File: src/rtl/upd_pkg.sv
// Shared types, character constants and hex helpers for the URL percent decoder.
package upd_pkg;

    // Character codes used by the decoder.
    localparam logic [7:0] CHAR_PCT   = 8'h25;
    localparam logic [7:0] CHAR_PLUS  = 8'h2B;
    localparam logic [7:0] CHAR_SPACE = 8'h20;
    localparam logic [7:0] CHAR_ZERO  = 8'h30;
    localparam logic [7:0] CHAR_UPPER_BIAS = 8'h41 - 8'd10;
    localparam logic [7:0] CASE_FOLD  = 8'h20;

    // Number of decoded bytes one input character can produce at most.
    localparam int unsigned MAX_OUT = 3;

    // Escape tracking state.
    typedef enum logic [2:0] {
        ESC_IDLE = 3'b001,
        ESC_PCT  = 3'b010,
        ESC_DIG  = 3'b100
    } t_esc_phase;

    // Work handed from the front end to the back end for one input character.
    typedef struct packed {
        logic [MAX_OUT-1:0][7:0] bytes;
        logic [1:0]              count;
        logic                    fin;
    } t_plan;

    // Status of the plan queue.
    typedef struct packed {
        logic empty;
        logic full;
    } t_plan_stat;

    // True for 0-9, A-F and a-f.
    function automatic logic is_hex(input logic [7:0] c);
        is_hex = (c >= 8'h30 && c <= 8'h39) ||
                 (c >= 8'h41 && c <= 8'h46) ||
                 (c >= 8'h61 && c <= 8'h66);
    endfunction

    // Nibble value of a hex digit character.
    function automatic logic [3:0] hex_value(input logic [7:0] c);
        logic [7:0] u;
        u = (c >= 8'h61) ? (c - CASE_FOLD) : c;
        if (u >= 8'h41) begin
            hex_value = 4'(u - CHAR_UPPER_BIAS);
        end else begin
            hex_value = 4'(u - CHAR_ZERO);
        end
    endfunction

endpackage

File: src/rtl/upd_front.sv
// Front end: accepts characters, tracks the escape state and builds a byte plan.
module upd_front
    import upd_pkg::*;
(
    input  logic       i_clk,
    input  logic       i_rst_n,
    input  logic       i_push,
    input  logic [7:0] i_char,
    input  logic       i_final,
    input  logic       i_full,
    output logic       o_plan_push,
    output t_plan      o_plan
);

    t_esc_phase r_phase, n_phase;
    logic [7:0] r_held, n_held;

    logic                    accept;
    logic                    v_fresh;
    logic [1:0]              v_n;
    logic [MAX_OUT-1:0][7:0] v_b;

    assign accept = i_push && !i_full;

    // Decide the bytes this character releases and the next escape state.
    always_comb begin
        n_phase = r_phase;
        n_held  = r_held;
        v_fresh = 1'b0;
        v_n     = 2'd0;
        v_b     = '0;

        case (r_phase)
            ESC_PCT: begin
                if (is_hex(i_char)) begin
                    n_held  = i_char;
                    n_phase = ESC_DIG;
                end else begin
                    v_b[v_n] = CHAR_PCT;
                    v_n      = v_n + 2'd1;
                    v_fresh  = 1'b1;
                end
            end
            ESC_DIG: begin
                if (is_hex(i_char)) begin
                    v_b[v_n] = {hex_value(r_held), hex_value(i_char)};
                    v_n      = v_n + 2'd1;
                    n_phase  = ESC_IDLE;
                end else begin
                    v_b[v_n] = CHAR_PCT;
                    v_n      = v_n + 2'd1;
                    v_b[v_n] = r_held;
                    v_n      = v_n + 2'd1;
                    v_fresh  = 1'b1;
                end
            end
            default: begin
                v_fresh = 1'b1;
            end
        endcase

        // A character with no escape pending.
        if (v_fresh) begin
            n_phase = ESC_IDLE;
            if (i_char == CHAR_PCT) begin
                n_phase = ESC_PCT;
            end else if (i_char == CHAR_PLUS) begin
                v_b[v_n] = CHAR_SPACE;
                v_n      = v_n + 2'd1;
            end else begin
                v_b[v_n] = i_char;
                v_n      = v_n + 2'd1;
            end
        end

        // End of string flushes whatever is held.
        if (i_final) begin
            if (n_phase == ESC_PCT) begin
                v_b[v_n] = CHAR_PCT;
                v_n      = v_n + 2'd1;
            end else if (n_phase == ESC_DIG) begin
                v_b[v_n] = CHAR_PCT;
                v_n      = v_n + 2'd1;
                v_b[v_n] = n_held;
                v_n      = v_n + 2'd1;
            end
            n_phase = ESC_IDLE;
        end
    end

    assign o_plan.bytes = v_b;
    assign o_plan.count = v_n;
    assign o_plan.fin   = i_final;
    assign o_plan_push  = accept && (v_n != 2'd0);

    // Escape state registers.
    always_ff @(posedge i_clk) begin
        if (!i_rst_n) begin
            r_phase <= ESC_IDLE;
        end else if (accept) begin
            r_phase <= n_phase;
        end
    end

    // Held digit needs no reset; it is only read while a digit is held.
    always_ff @(posedge i_clk) begin
        if (accept) begin
            r_held <= n_held;
        end
    end

    // A held digit is always a valid hex character.
    a_held_is_hex: assert property (@(posedge i_clk) disable iff (!i_rst_n)
        (r_phase == ESC_DIG) |-> is_hex(r_held))
        else $error("held digit is not a hex character");

    // A final character always yields at least one byte.
    a_final_emits: assert property (@(posedge i_clk) disable iff (!i_rst_n)
        (accept && i_final) |-> o_plan_push)
        else $error("final character produced no bytes");

endmodule

File: src/rtl/upd_plan_fifo.sv
// Short queue of byte plans between the front end and the back end.
module upd_plan_fifo
    import upd_pkg::*;
#(
    parameter int unsigned DEPTH = 4
) (
    input  logic       i_clk,
    input  logic       i_rst_n,
    input  logic       i_push,
    input  t_plan      i_plan,
    input  logic       i_pop,
    output t_plan      o_head,
    output t_plan_stat o_stat
);

    localparam int unsigned PW = (DEPTH > 1) ? $clog2(DEPTH) : 1;
    localparam int unsigned CW = $clog2(DEPTH + 1);

    t_plan          r_mem [DEPTH];
    logic [PW-1:0]  r_wr_ptr, r_rd_ptr;
    logic [CW-1:0]  r_count;
    logic           do_push, do_pop;

    assign o_stat.empty = (r_count == '0);
    assign o_stat.full  = (r_count == CW'(DEPTH));
    assign do_push = i_push && !o_stat.full;
    assign do_pop  = i_pop && !o_stat.empty;
    assign o_head  = r_mem[r_rd_ptr];

    // Storage write.
    always_ff @(posedge i_clk) begin
        if (do_push) begin
            r_mem[r_wr_ptr] <= i_plan;
        end
    end

    // Pointers and occupancy.
    always_ff @(posedge i_clk) begin
        if (!i_rst_n) begin
            r_wr_ptr <= '0;
            r_rd_ptr <= '0;
            r_count  <= '0;
        end else begin
            if (do_push) begin
                r_wr_ptr <= (r_wr_ptr == PW'(DEPTH - 1)) ? '0 : r_wr_ptr + 1'b1;
            end
            if (do_pop) begin
                r_rd_ptr <= (r_rd_ptr == PW'(DEPTH - 1)) ? '0 : r_rd_ptr + 1'b1;
            end
            if (do_push && !do_pop) begin
                r_count <= r_count + 1'b1;
            end else if (do_pop && !do_push) begin
                r_count <= r_count - 1'b1;
            end
        end
    end

    // Occupancy never passes the depth.
    a_count_range: assert property (@(posedge i_clk) disable iff (!i_rst_n)
        r_count <= CW'(DEPTH))
        else $error("plan queue overfilled");

    // The front end never pushes into a full queue.
    a_no_overflow: assert property (@(posedge i_clk) disable iff (!i_rst_n)
        !(i_push && o_stat.full))
        else $error("push into full plan queue");

endmodule

File: src/rtl/upd_back.sv
// Back end: releases plan bytes one per cycle into the output register when empty or popped.
module upd_back
    import upd_pkg::*;
(
    input  logic       i_clk,
    input  logic       i_rst_n,
    input  t_plan      i_head,
    input  t_plan_stat i_stat,
    output logic       o_plan_pop,
    input  logic       i_pop,
    output logic       o_empty,
    output logic [7:0] o_char,
    output logic       o_final
);

    logic [1:0] r_idx;
    logic       r_out_valid;
    logic [7:0] r_out_char;
    logic       r_out_final;

    logic       load_ok, take, last;
    logic [7:0] sel_byte;

    assign load_ok = !r_out_valid || i_pop;
    assign take    = load_ok && !i_stat.empty;
    assign last    = (r_idx == (i_head.count - 2'd1));
    assign o_plan_pop = take && last;

    // Pick the current byte of the head plan.
    always_comb begin
        case (r_idx)
            2'd0:    sel_byte = i_head.bytes[0];
            2'd1:    sel_byte = i_head.bytes[1];
            2'd2:    sel_byte = i_head.bytes[2];
            default: sel_byte = i_head.bytes[0];
        endcase
    end

    // Byte index within the head plan and output valid flag.
    always_ff @(posedge i_clk) begin
        if (!i_rst_n) begin
            r_idx       <= 2'd0;
            r_out_valid <= 1'b0;
        end else begin
            if (take) begin
                r_idx <= last ? 2'd0 : r_idx + 2'd1;
            end
            if (load_ok) begin
                r_out_valid <= !i_stat.empty;
            end
        end
    end

    // Output payload register.
    always_ff @(posedge i_clk) begin
        if (take) begin
            r_out_char  <= sel_byte;
            r_out_final <= i_head.fin && last;
        end
    end

    assign o_empty = !r_out_valid;
    assign o_char  = r_out_char;
    assign o_final = r_out_final;

    // The byte index always lies inside the head plan.
    a_idx_in_plan: assert property (@(posedge i_clk) disable iff (!i_rst_n)
        !i_stat.empty |-> (r_idx < i_head.count))
        else $error("byte index beyond plan");

    // A plan is retired only together with its last byte.
    a_pop_on_last: assert property (@(posedge i_clk) disable iff (!i_rst_n)
        o_plan_pop |=> (r_idx == 2'd0))
        else $error("index not rewound after plan retired");

endmodule

File: src/rtl/url_percent_decoder_unit.sv
// Top level of the streaming URL percent decoder.
//
//  Channel  | Handshake     | Payload            | Transaction when
//  ---------+---------------+--------------------+-------------------------
//  input    | i_push/o_full | i_char, i_final    | i_push && !o_full
//  result   | o_empty/i_pop | o_char, o_final    | i_pop && !o_empty
//
// One character is taken per cycle while the plan queue has room.
// Results leave one byte per cycle while i_pop is held; a character that
// releases two or three bytes occupies the back end until all are out, which
// the plan queue (PLAN_DEPTH entries) absorbs. The first result of a character
// passes the plan queue and the output register before it reaches the ports.
// Reset is synchronous and active low and clears the escape state and queues.
// o_full depends only on queue occupancy, not on i_pop.
module url_percent_decoder_unit
    import upd_pkg::*;
#(
    parameter int unsigned PLAN_DEPTH = 4
) (
    input  logic       i_clk,
    input  logic       i_rst_n,
    input  logic       i_push,
    output logic       o_full,
    input  logic [7:0] i_char,
    input  logic       i_final,
    input  logic       i_pop,
    output logic       o_empty,
    output logic [7:0] o_char,
    output logic       o_final
);

    t_plan      plan_in, plan_head;
    t_plan_stat plan_stat;
    logic       plan_push, plan_pop;

    // Front end: character classification and escape tracking.
    upd_front u_front (
        .i_clk       (i_clk),
        .i_rst_n     (i_rst_n),
        .i_push      (i_push),
        .i_char      (i_char),
        .i_final     (i_final),
        .i_full      (plan_stat.full),
        .o_plan_push (plan_push),
        .o_plan      (plan_in)
    );

    // Plan queue between front and back.
    upd_plan_fifo #(
        .DEPTH (PLAN_DEPTH)
    ) u_fifo (
        .i_clk   (i_clk),
        .i_rst_n (i_rst_n),
        .i_push  (plan_push),
        .i_plan  (plan_in),
        .i_pop   (plan_pop),
        .o_head  (plan_head),
        .o_stat  (plan_stat)
    );

    // Back end: byte serializer and output register.
    upd_back u_back (
        .i_clk      (i_clk),
        .i_rst_n    (i_rst_n),
        .i_head     (plan_head),
        .i_stat     (plan_stat),
        .o_plan_pop (plan_pop),
        .i_pop      (i_pop),
        .o_empty    (o_empty),
        .o_char     (o_char),
        .o_final    (o_final)
    );

    assign o_full = plan_stat.full;

endmodule
File: config.mk
export PLATFORM = sky130hd
export DESIGN_NAME = url_percent_decoder_unit
export DESIGN_NICKNAME = d
export VERILOG_FILES = /design/src/rtl/upd_pkg.sv /design/src/rtl/upd_front.sv /design/src/rtl/upd_plan_fifo.sv /design/src/rtl/upd_back.sv /design/src/rtl/url_percent_decoder_unit.sv
export SDC_FILE = /design/constraint.sdc
export NUM_CORES = 1
export LEC_CHECK = 0
export BUFFER_PORTS_ARGS = -buffer_cell sky130_fd_sc_hd__buf_2
export CAP_MARGIN = 10
export CORE_MARGIN = 2
export CORE_UTILIZATION = 45
export CTS_BUF_LIST = sky130_fd_sc_hd__clkbuf_16
export CTS_CLUSTER_SIZE = 10
export DETAILED_ROUTE_END_ITERATION = 10
export GPL_ROUTABILITY_DRIVEN = 0
export PLACE_DENSITY_LB_ADDON = 0.1
export SLEW_MARGIN = 20
export SYNTH_ARGS = -nofsm -noshare
export SYNTH_HDL_FRONTEND = slang
export SYNTH_SLANG_ARGS = --single-unit
File: constraint.sdc
create_clock -name i_clk -period 5.9 [get_ports i_clk]
set_input_delay 1.18 -clock i_clk [delete_from_list [all_inputs] [get_ports i_clk]]
set_output_delay 1.18 -clock i_clk [all_outputs]
set_load 0.03 [all_outputs]
# Word level (Yosys, flattened, before mapping)
# Memory sizes are Yosys's and may differ from the RTL's. A register that Yosys moved wholly into a read port is not among the register bits.
# Cells that the tools add are included.
# word_totals
ff_bits	30
mem_bits_rw	108
inputBits	13
out_inout_bits	11
elab_cells	136
mem_count	1
# mem_list
memory	depth	width	read_ports	rd_clocked_by_memory_dff	write_ports	line_no	rtl
u_fifo.r_mem	4	27	1	1	1	upd_plan_fifo.sv:19	t_plan r_mem [DEPTH];
# classes
n_addsub	15
magnitude_cmp	15
eq_ne	12
n_mux	51
bitwise_logic	6
reduce_logical	27
# op_table
operator	count
2-to-1 mux 24 bit	6
2-to-1 mux 8 bit	10
bitwise mux 24 bit	2
demux 8 bit (select 2 bit)	3
greater-or-equal comparator 8 x 7 -> 1 bit (second input constant)	5
one-hot mux 8 bit (2 select lines)	2
2-to-1 mux 2 bit	12
AND 14 x 21 -> 21 bit	1
NOT 21 bit	1
2-to-1 mux 3 bit	6
== test 8 x 6 -> 1 bit (second input constant)	2
<= comparator 8 x 7 -> 1 bit (second input constant)	2
subtractor 8 x 6 -> 8 bit (second input constant)	2
AND 15 bit	1
logical AND 1 bit	15
NOT 15 bit	1
adder 2 x 1 -> 2 bit (second input constant)	6
== test 3 bit (second input constant)	3
< comparator 2 x 3 -> 1 bit (second input constant)	3
bitwise OR 9 bit	1
greater-or-equal comparator 8 x 6 -> 1 bit (second input constant)	1
<= comparator 8 x 6 -> 1 bit (second input constant)	1
2-to-1 mux 4 bit	2
subtractor 4 x 1 -> 4 bit (second input constant)	2
other kinds (19)	36

# Longest topological paths before layout
# Gate-level depths: netlist (run 1).
# logic_depth
word_depth	21
mapped_depth	24
depth_no_buf	23

# By module
# Synthesis (run 1) repeated with hierarchy kept, for this count alone.
# hier_totals
hier_cells	498
hier_area_um2	6837.8
# modules_own_cells
mod	n_inst	cells_each	area_each_um2	seq_area_each_um2
upd_plan_fifo	1	192	4424.2	3423.3
upd_front	1	246	1799.2	300.3
upd_back	1	60	614.3	330.3

# Least setup slack after synthesis (run 1)
# Ideal clock, no wire load.
# synth_path
path_kind	input-to-reg
from	input port i_char[1]
to	register u_fifo.r_count[2]
setup_time_ns	0.076
arrival_ns	5.988
required_time_ns	5.824
setup_slack_ns	-0.163
path_stages	24
path_buffers	1
cell_sequence	clkbuf_1 -> inv_1 -> ha_1 -> nor4b_1 -> a31o_2 -> a21oi_1 -> nor2_1 -> nor2_1 -> a21oi_1 -> ha_1 -> nand2_1 -> o32ai_1 -> inv_1 -> ha_1 -> nor2_1 -> a211oi_1 -> o32a_1 -> o21a_2 -> ha_1 -> inv_1 -> fa_1 -> xor2_1 -> or3_1 -> a21boi_0
# synth_via
elab_chain_cells	20
word_cells_on_any_way	40
classes_between	3 x add/sub; 6 x order compare; 3 x eq/ne; 16 x mux; 12 x reduce/logical
# synth_lines
element	line_no	rtl
from (decl)	url_percent_decoder_unit.sv:24	input logic [7:0] i_char,
greater-or-equal comparator 8 x 6 -> 1 bit (tied with other cells)	upd_pkg.sv:37	is_hex = (c >= 8'h30 && c <= 8'h39) ||
logical AND 1 bit, on equally long branches	upd_pkg.sv:37, upd_pkg.sv:38	
logical OR 1 bit	upd_pkg.sv:37	
logical OR 1 bit	upd_pkg.sv:38	(c >= 8'h41 && c <= 8'h46) ||
2-to-1 mux 2 bit or 2-to-1 mux 1 bit (tied branches)	upd_front.sv:45, upd_front.sv:35	
one-hot mux 2 bit (2 select lines)	upd_front.sv:33	case (r_phase)
adder 2 x 1 -> 2 bit	upd_front.sv:69, upd_front.sv:72	
2-to-1 mux 2 bit	upd_front.sv:65	if (i_char == CHAR_PCT) begin
[5 not listed]	-	
2-to-1 mux 2 bit (*)	upd_front.sv:77	if (i_final) begin
nonzero test 2 bit (*)	upd_front.sv:94	assign o_plan_push = accept && (v_n != 2'd0);
logical AND 1 bit (*)	upd_front.sv:94	
logical AND 1 bit (*)	upd_plan_fifo.sv:26	assign do_push = i_push && !o_stat.full;
via u_fifo.do_push	upd_plan_fifo.sv:22	logic do_push, do_pop;
zero test 1 bit	upd_plan_fifo.sv:52	end else if (do_pop && !do_push) begin
logical AND 1 bit	upd_plan_fifo.sv:52	
nonzero test 2 bit (no line)	-	
to (signal assigned)	upd_plan_fifo.sv:51	r_count <= r_count + 1'b1;
to (signal assigned)	upd_plan_fifo.sv:53	r_count <= r_count - 1'b1;
to (decl)	upd_plan_fifo.sv:21	logic [CW-1:0] r_count;
# The timed path passes the listed nets; every way through them passes the cells marked *.
# A chain may end at the register's enable or synchronous reset.

# Worst setup path in the final report (run 1)
# layout_path
from	input port i_char[0]
to	register u_fifo.r_count[2]
# The elaborated chain is that of the path after synthesis.

==> results of run 1 <==
registers in the layout, indices dropped and copies added, names as in the netlist, named ones only:
name / flops
u_fifo.r_count: 3
u_back.o_char: 8
u_fifo.r_rd_ptr: 2
u_front.r_phase: 3
u_back.r_idx: 2
u_back.r_out_valid: 1
u_fifo.r_mem: 108
u_back.o_final: 1
u_fifo.r_wr_ptr: 2
u_front.r_held: 8
cells in the mapped netlist, types with 9 or more instances:
master	number	area (um^2)
edfxtp_1	125	3750
nand2_1	45	169
o21ai_0	32	160
inv_1	30	113
ha_1	27	338
mux4_2	27	608
a21oi_1	17	85.1
nand3_1	16	80.1
nor2_1	16	60.1
dfxtp_1	15	300
and2_1	13	81.3
clkbuf_1	11	41.3
a22oi_1	9	67.6
worst max-delay path: cells and delay by family:
kind                     cells  cell delay [ns]
AO/OA/AOI/OAI                9             1.68
XOR/XNOR                     1             0.16
adder cells (fa/ha/maj)      5             1.40
buffers and inverters        4             0.54
AND/OR/NAND/NOR              5             0.93
how the worst max path moves through the flow:
stage,startpoint,cells after the start,slack (ns),to
2_1_floorplan,i_char[1],24,0.12,u_fifo.r_count[2]
3_3_place_gp,i_char[1],24,0.24,u_fifo.r_count[2]
3_5_place_dp,i_char[1],24,-0.06,u_fifo.r_count[2]
4_1_cts,i_char[1],24,0.38,u_fifo.r_count[2]
5_1_grt,i_char[0],24,0.05,u_fifo.r_count[2]
6_report,i_char[0],24,0.37,u_fifo.r_count[2]
cells by family (layout without fill, tap and decap cells):
logic type | Yosys count | after routing | share of synthesized area, %
fa+ha+maj | 28 | 28 | 5.23
flops | 140 | 140 | 59.3
mux | 31 | 31 | 9.48
buf+inv | 51 | 95 | 3.07
xor+xnor | 9 | 9 | 1.15
compound gates | 120 | 120 | 12.2
simple gates | 129 | 129 | 9.59
layer usage:
metal	GRT usage (%)	share of wire [%]	vias up
met1	26.9	44	2166
met5	0	0	-
met3	4.44	4.9	33
li1	-	-	2023
met2	32.6	49	141
met4	7.69	2.1	0
layout make-up:
cell class | instances | area, um^2 | area share [%]
Clock buffer | 17 | 425 | 5.44
Clock inverter | 14 | 201 | 2.58
Inverter | 30 | 113 | 1.44
Multi-Input combinational cell | 317 | 2590 | 33.1
Sequential cell | 140 | 4060 | 51.9
Tap cell | 188 | 235 | 3.01
Timing Repair Buffer | 34 | 198 | 2.53
power by group through the flow:
stage | logic [mW] | clock network, mW | registers [mW]
6_report | 0.700 | 1.12 | 1.35
2_1_floorplan | 0.498 | 0 | 1.37
3_3_place_gp | 0.700 | 0 | 1.37
5_1_grt | 0.766 | 1.19 | 1.38
4_1_cts | 0.710 | 1.15 | 1.36
3_5_place_dp | 0.708 | 0 | 1.38
==> flow_metrics.py, run 1 <==
metrics = {
    "power_and_ir_drop": {
        "max-vdd-ir-drop_mv": 0.208,
        "p_int_mw": 2.28,
        "swShare_pct": 28.1,
        "power_frac_clock_pct": 35.4,
        "leakagePower_nw": 2.77,
        "p_comb_share_pct": 22.1,
        "total_power_mw": 3.17,
        "powerDensity_nw_per_um2": 406,
        "p_seq_share_pct": 42.6,
        "power.switching_mw": 0.893,
    },
    "critical_path": {
        "r2r_start": "u_front.r_phase[2]",
        "arrival_ns": 5.87,
        "cpMaxStageDelayCell": "fa_1",
        "worstPathMaxFanout": 10,
        "crit_top_cell": "ha_1",
        "endpoint_kind": "flip-flop",
        "r2r_cells": 19,
        "required_ns": 6.23,
        "critPathKind": "in -> reg",
        "cp-start-kind": "primary input",
        "regToRegSetupSlack_ns": 1.34,
        "r2r_end": "u_fifo.r_count[2]",
        "path_cells": "buf_2 -> inv_1 -> ha_1 -> nor4b_2 -> a31o_2 -> a21oi_2 -> nor2_1 -> nor2_1 -> a21oi_1 -> ha_1 -> a31oi_1 -> o32ai_2 -> inv_1 -> ha_1 -> nor2_1 -> a211oi_1 -> o32a_1 -> o21a_2 -> ha_1 -> inv_1 -> fa_1 -> xor2_1 -> or3_1 -> a21boi_0",
        "critical-path-max-stage-delay_ns": 0.37,
    },
    "clock_network": {
        "postCtsHoldBufs": 0,
        "clk_pin_slew_worst_paths_ns": 0.06,
        "postCtsSetupBuffers": 0,
        "root_buffer": "clkbuf_16",
        "cts_tree": "built",
        "cts_max_level": 4,
        "cts_resized": 0,
        "cts_num_sinks": 140,
        "insertion_delay_ns": 0.41,
        "cts_buffers": 17,
        "max-clock-path-buffers": 2,
    },
    "timing": {
        "tightest_slew_ns": 0.980,
        "fin_tns_setup_ns": 0,
        "hold_ws_ns": 0.488,
        "rsz0062_at_grt": "false",
        "period_share_pct": 93.8,
        "setup_viol": 0,
        "maxSlewHeadroom_pct": 34.2,
        "slew_violations": 0,
        "final.min_clock_period_ns": 5.53,
        "fin_skew_ns": 0.00844,
        "fin_ws_ns": 0.368,
        "fmaxAchievable_ghz": 0.181,
        "timing.final.hold_violations": 0,
    },
    "min_path": {
        "min_to": "u_back.r_out_valid",
        "holdPathStages": 2,
        "min_from": "u_back.r_out_valid",
        "hp-class": "reg -> reg",
    },
    "routing": {
        "vias_per_cell": 5.90,
        "drt-total-wl_um": 15500,
        "drt_iter0_markers": 377,
        "vias": 4363,
        "drt-pass1-iter-count": 5,
        "route.detailed.drc": 0,
        "wl_per_cell_um": 20.9,
        "drtAntennaViolNets": 0,
    },
    "global_routing": {
        "grt_pass1_vias": 4285,
        "grt_overflow": 0,
        "grt.total_usage_pct": 20.1,
        "grt_max_degree": 28,
        "grt_first_pass_wirelength_um": 24100,
        "antenna_found_initial": 0,
    },
    "yosys": {
        "syn-num-nets": 549,
        "synth_edf_count": 125,
        "yosysWarnings": 0,
        "ys_async_sr_fraction_pct": 0,
        "synthCells": 508,
        "ys_ff_latch": 140,
        "synth_ff_type": "edfxtp_1",
        "synth.distinct_cells": 61,
        "syn_avg_cell_area_um2": 13.5,
        "seq_area_frac_synth_pct": 59.3,
        "synth_area_um2": 6840,
    },
    "final_layout": {
        "n_antenna_cell": 0,
        "layout_commonest_cell": "edfxtp_1",
        "nNetsFinal": 581,
        "final_cells": 740,
        "final_core_util_pct": 52.0,
        "drive_above_1_share_pct": 19.2,
        "area_delta_synth_final_pct": 14.4,
        "fin_area_um2": 7820,
        "fillerInstances": 1270,
        "mostFrequentLayoutCells": "edfxtp_1 (125), nand2_1 (45), o21ai_0 (32), inv_1 (30)",
    },
    "floorplan": {
        "dieWidth_um": 127,
        "chipHeight_um": 127,
        "core_area_um2": 15000,
        "ios": 24,
        "die-area_um2": 16200,
        "start_util_pct": 45.5,
        "num_rows": 45,
    },
    "job": {
        "cap_violations": 0,
    },
    "placed_design": {
        "placed_cell_area_um2": 7180,
        "io_buffers": 23,
        "dp.cells": 709,
        "hpwl_um": 10400,
        "preCtsSetupSlack_ns": -0.0569,
    },
    "outcome": {
        "outcome": "completed",
    },
}
(Power assumes the default switching activity.)
==> inputs of run 2 (changes only) <==
==> constraint.sdc (replaced) <==
create_clock -name i_clk -period 4.7 [get_ports i_clk]
set_input_delay 0.94 -clock i_clk [delete_from_list [all_inputs] [get_ports i_clk]]
set_output_delay 0.94 -clock i_clk [all_outputs]
set_load 0.03 [all_outputs]
==> flow_metrics.py, run 2 (synthesized netlist as in run 1, its figures left out) <==
metrics = {
    "final_layout": {
        "largest_register": "u_fifo.r_mem",
        "n_antenna_cell": 0,
        "nNetsFinal": 605,
        "mostFrequentLayoutCells": "edfxtp_1 (125), nand2_1 (44), o21ai_0 (32), buf_4 (31)",
        "final_cells": 765,
        "fin_area_um2": 8150,
        "drive_above_1_share_pct": 26.3,
        "seq_area_um2": 4060,
        "area_delta_synth_final_pct": 19.3,
        "multi_input_area_um2": 2750,
        "fillerInstances": 1237,
        "final_core_util_pct": 54.2,
        "largest_reg_flops": 108,
        "layout_commonest_cell": "edfxtp_1",
    },
    "power_and_ir_drop": {
        "total_power_mw": 3.87,
        "powerDensity_nw_per_um2": 475,
        "leakagePower_nw": 2.90,
        "max-vdd-ir-drop_mv": 0.295,
    },
    "floorplan": {
        "die-area_um2": 16200,
        "num_rows": 45,
        "dieWidth_um": 127,
        "chipHeight_um": 127,
        "core_area_um2": 15000,
        "ios": 24,
        "start_util_pct": 45.5,
    },
    "clock_network": {
        "clk_pin_slew_worst_paths_ns": 0.06,
        "cts_tree": "built",
        "cts_max_level": 4,
        "cts_buffers": 17,
        "cts_num_sinks": 140,
        "insertion_delay_ns": 0.42,
        "postCtsHoldBufs": 0,
        "postCtsSetupBuffers": 0,
        "cts_resized": 0,
        "root_buffer": "clkbuf_16",
        "max-clock-path-buffers": 2,
    },
    "timing": {
        "setup_viol": 0,
        "fin_skew_ns": 0.0110,
        "fin_ws_ns": 0.314,
        "rsz0062_at_grt": "false",
        "fmaxAchievable_ghz": 0.228,
        "hold_ws_ns": 0.486,
        "period_share_pct": 93.3,
        "fin_tns_setup_ns": 0,
        "final.min_clock_period_ns": 4.39,
        "maxSlewHeadroom_pct": 40.2,
        "timing.final.hold_violations": 0,
        "slew_violations": 0,
        "tightest_slew_ns": 0.889,
    },
    "min_path": {
        "holdPathStages": 2,
        "min_to": "u_back.r_out_valid",
        "min_from": "u_back.r_out_valid",
        "hp-class": "reg -> reg",
    },
    "critical_path": {
        "arrival_ns": 4.74,
        "cpMaxStageDelayCell": "ha_1",
        "worstPathMaxFanout": 3,
        "r2r_end": "u_fifo.r_count[2]",
        "critPathKind": "in -> reg",
        "critical-path-max-stage-delay_ns": 0.37,
        "crit_top_cell": "ha_4",
        "regToRegSetupSlack_ns": 0.69,
        "path_cells": "buf_2 -> inv_8 -> ha_4 -> nor4b_4 -> a31o_2 -> a21oi_4 -> nor2_4 -> nand2_1 -> ha_1 -> a31oi_2 -> o32ai_4 -> inv_2 -> ha_4 -> nor2_4 -> a211oi_1 -> o32a_1 -> o21a_2 -> ha_4 -> inv_2 -> fa_1 -> xor2_1 -> or3_1 -> a21boi_1",
        "r2r_start": "u_front.r_phase[2]",
        "r2r_cells": 18,
        "required_ns": 5.05,
        "cp-start-kind": "primary input",
        "endpoint_kind": "flip-flop",
    },
    "global_routing": {
        "antenna_found_initial": 0,
        "met3_usage_pct": 3.31,
        "grtUsageMet1_pct": 27.9,
        "grt_first_pass_wirelength_um": 24500,
        "met2_usage_pct": 32.2,
        "grt-busiest-layer": "met2",
        "grt_pass1_vias": 4380,
        "grt_overflow": 0,
        "grt.total_usage_pct": 20.2,
        "grt_max_degree": 28,
    },
    "routing": {
        "vias": 4500,
        "drt-pass1-iter-count": 5,
        "drtAntennaViolNets": 0,
        "drt-total-wl_um": 15500,
        "route.detailed.drc": 0,
        "drt_iter0_markers": 294,
        "wl_per_cell_um": 20.2,
        "vias_per_cell": 5.88,
    },
    "job": {
        "cap_violations": 0,
    },
    "placed_design": {
        "io_buffers": 23,
        "placed_cell_area_um2": 7590,
        "dp.cells": 733,
        "preCtsSetupSlack_ns": -0.131,
        "hpwl_um": 10800,
    },
    "outcome": {
        "outcome": "completed",
    },
}
==> run 2: cell count changes in the layout (fill, tap and decap cells not counted), moves of 4 or more <==
| cell | delta |
|---|---|
| buf_4 | +20 |
| bufinv_16 | -5 |
| ha_1 | -5 |
| ha_4 | +5 |
| and2_1 | -4 |
| and2_2 | +4 |
| buf_12 | +4 |
==> run 2: how the worst max path moves through the flow <==
| stage | from | endpoint | depth (start not counted) |
|---|---|---|---|
| floorplan | i_char[1] | u_fifo.r_count[2] | 24 |
| global placement | i_char[1] | u_fifo.r_count[2] | 23 |
| detailed placement | i_char[1] | u_fifo.r_count[2] | 23 |
| CTS | i_char[1] | u_fifo.r_count[2] | 23 |
| global route | i_char[1] | u_fifo.r_count[2] | 23 |
| finish | i_char[1] | u_fifo.r_count[2] | 23 |
==> run 2: layout make-up <==
| class | instances | area share [%] |
|---|---|---|
| flip-flops and latches | 140 | 49.7 |
| inverters | 30 | 1.50 |
| well taps | 188 | 2.88 |
| multi-input cells | 317 | 33.7 |
| clock buffers | 20 | 6.14 |
| repair buffers | 58 | 5.25 |
| clock inverters | 12 | 0.813 |
==> run 2: report_power, final <==
| group | total (mW) | leakage, nW | switching [mW] | internal (mW) |
|---|---|---|---|---|
| logic | 0.990 | 1.29 | 0.576 | 0.413 |
| clock network | 1.25 | 0.287 | 0.490 | 0.758 |
| registers | 1.64 | 1.33 | 0.0757 | 1.56 |
| total | 3.87 | 2.90 | 1.14 | 2.73 |
==> run 2: layer usage <==
layer | share of wire (%) | vias up
met5 | 0 | -
met4 | 1.9 | 0
met3 | 4.6 | 28
met2 | 48 | 148
met1 | 45 | 2244
li1 | - | 2080
==> run 2: worst max-delay path, delay by kind of cell <==
family	cells	cell delay [ns]
AOI/OAI and AO/OA	8	1.22
xor gates and xnor gates	1	0.16
adders and majority gates	5	1.19
buffers and inverters	4	0.35
and+or+nand+nor	5	0.84
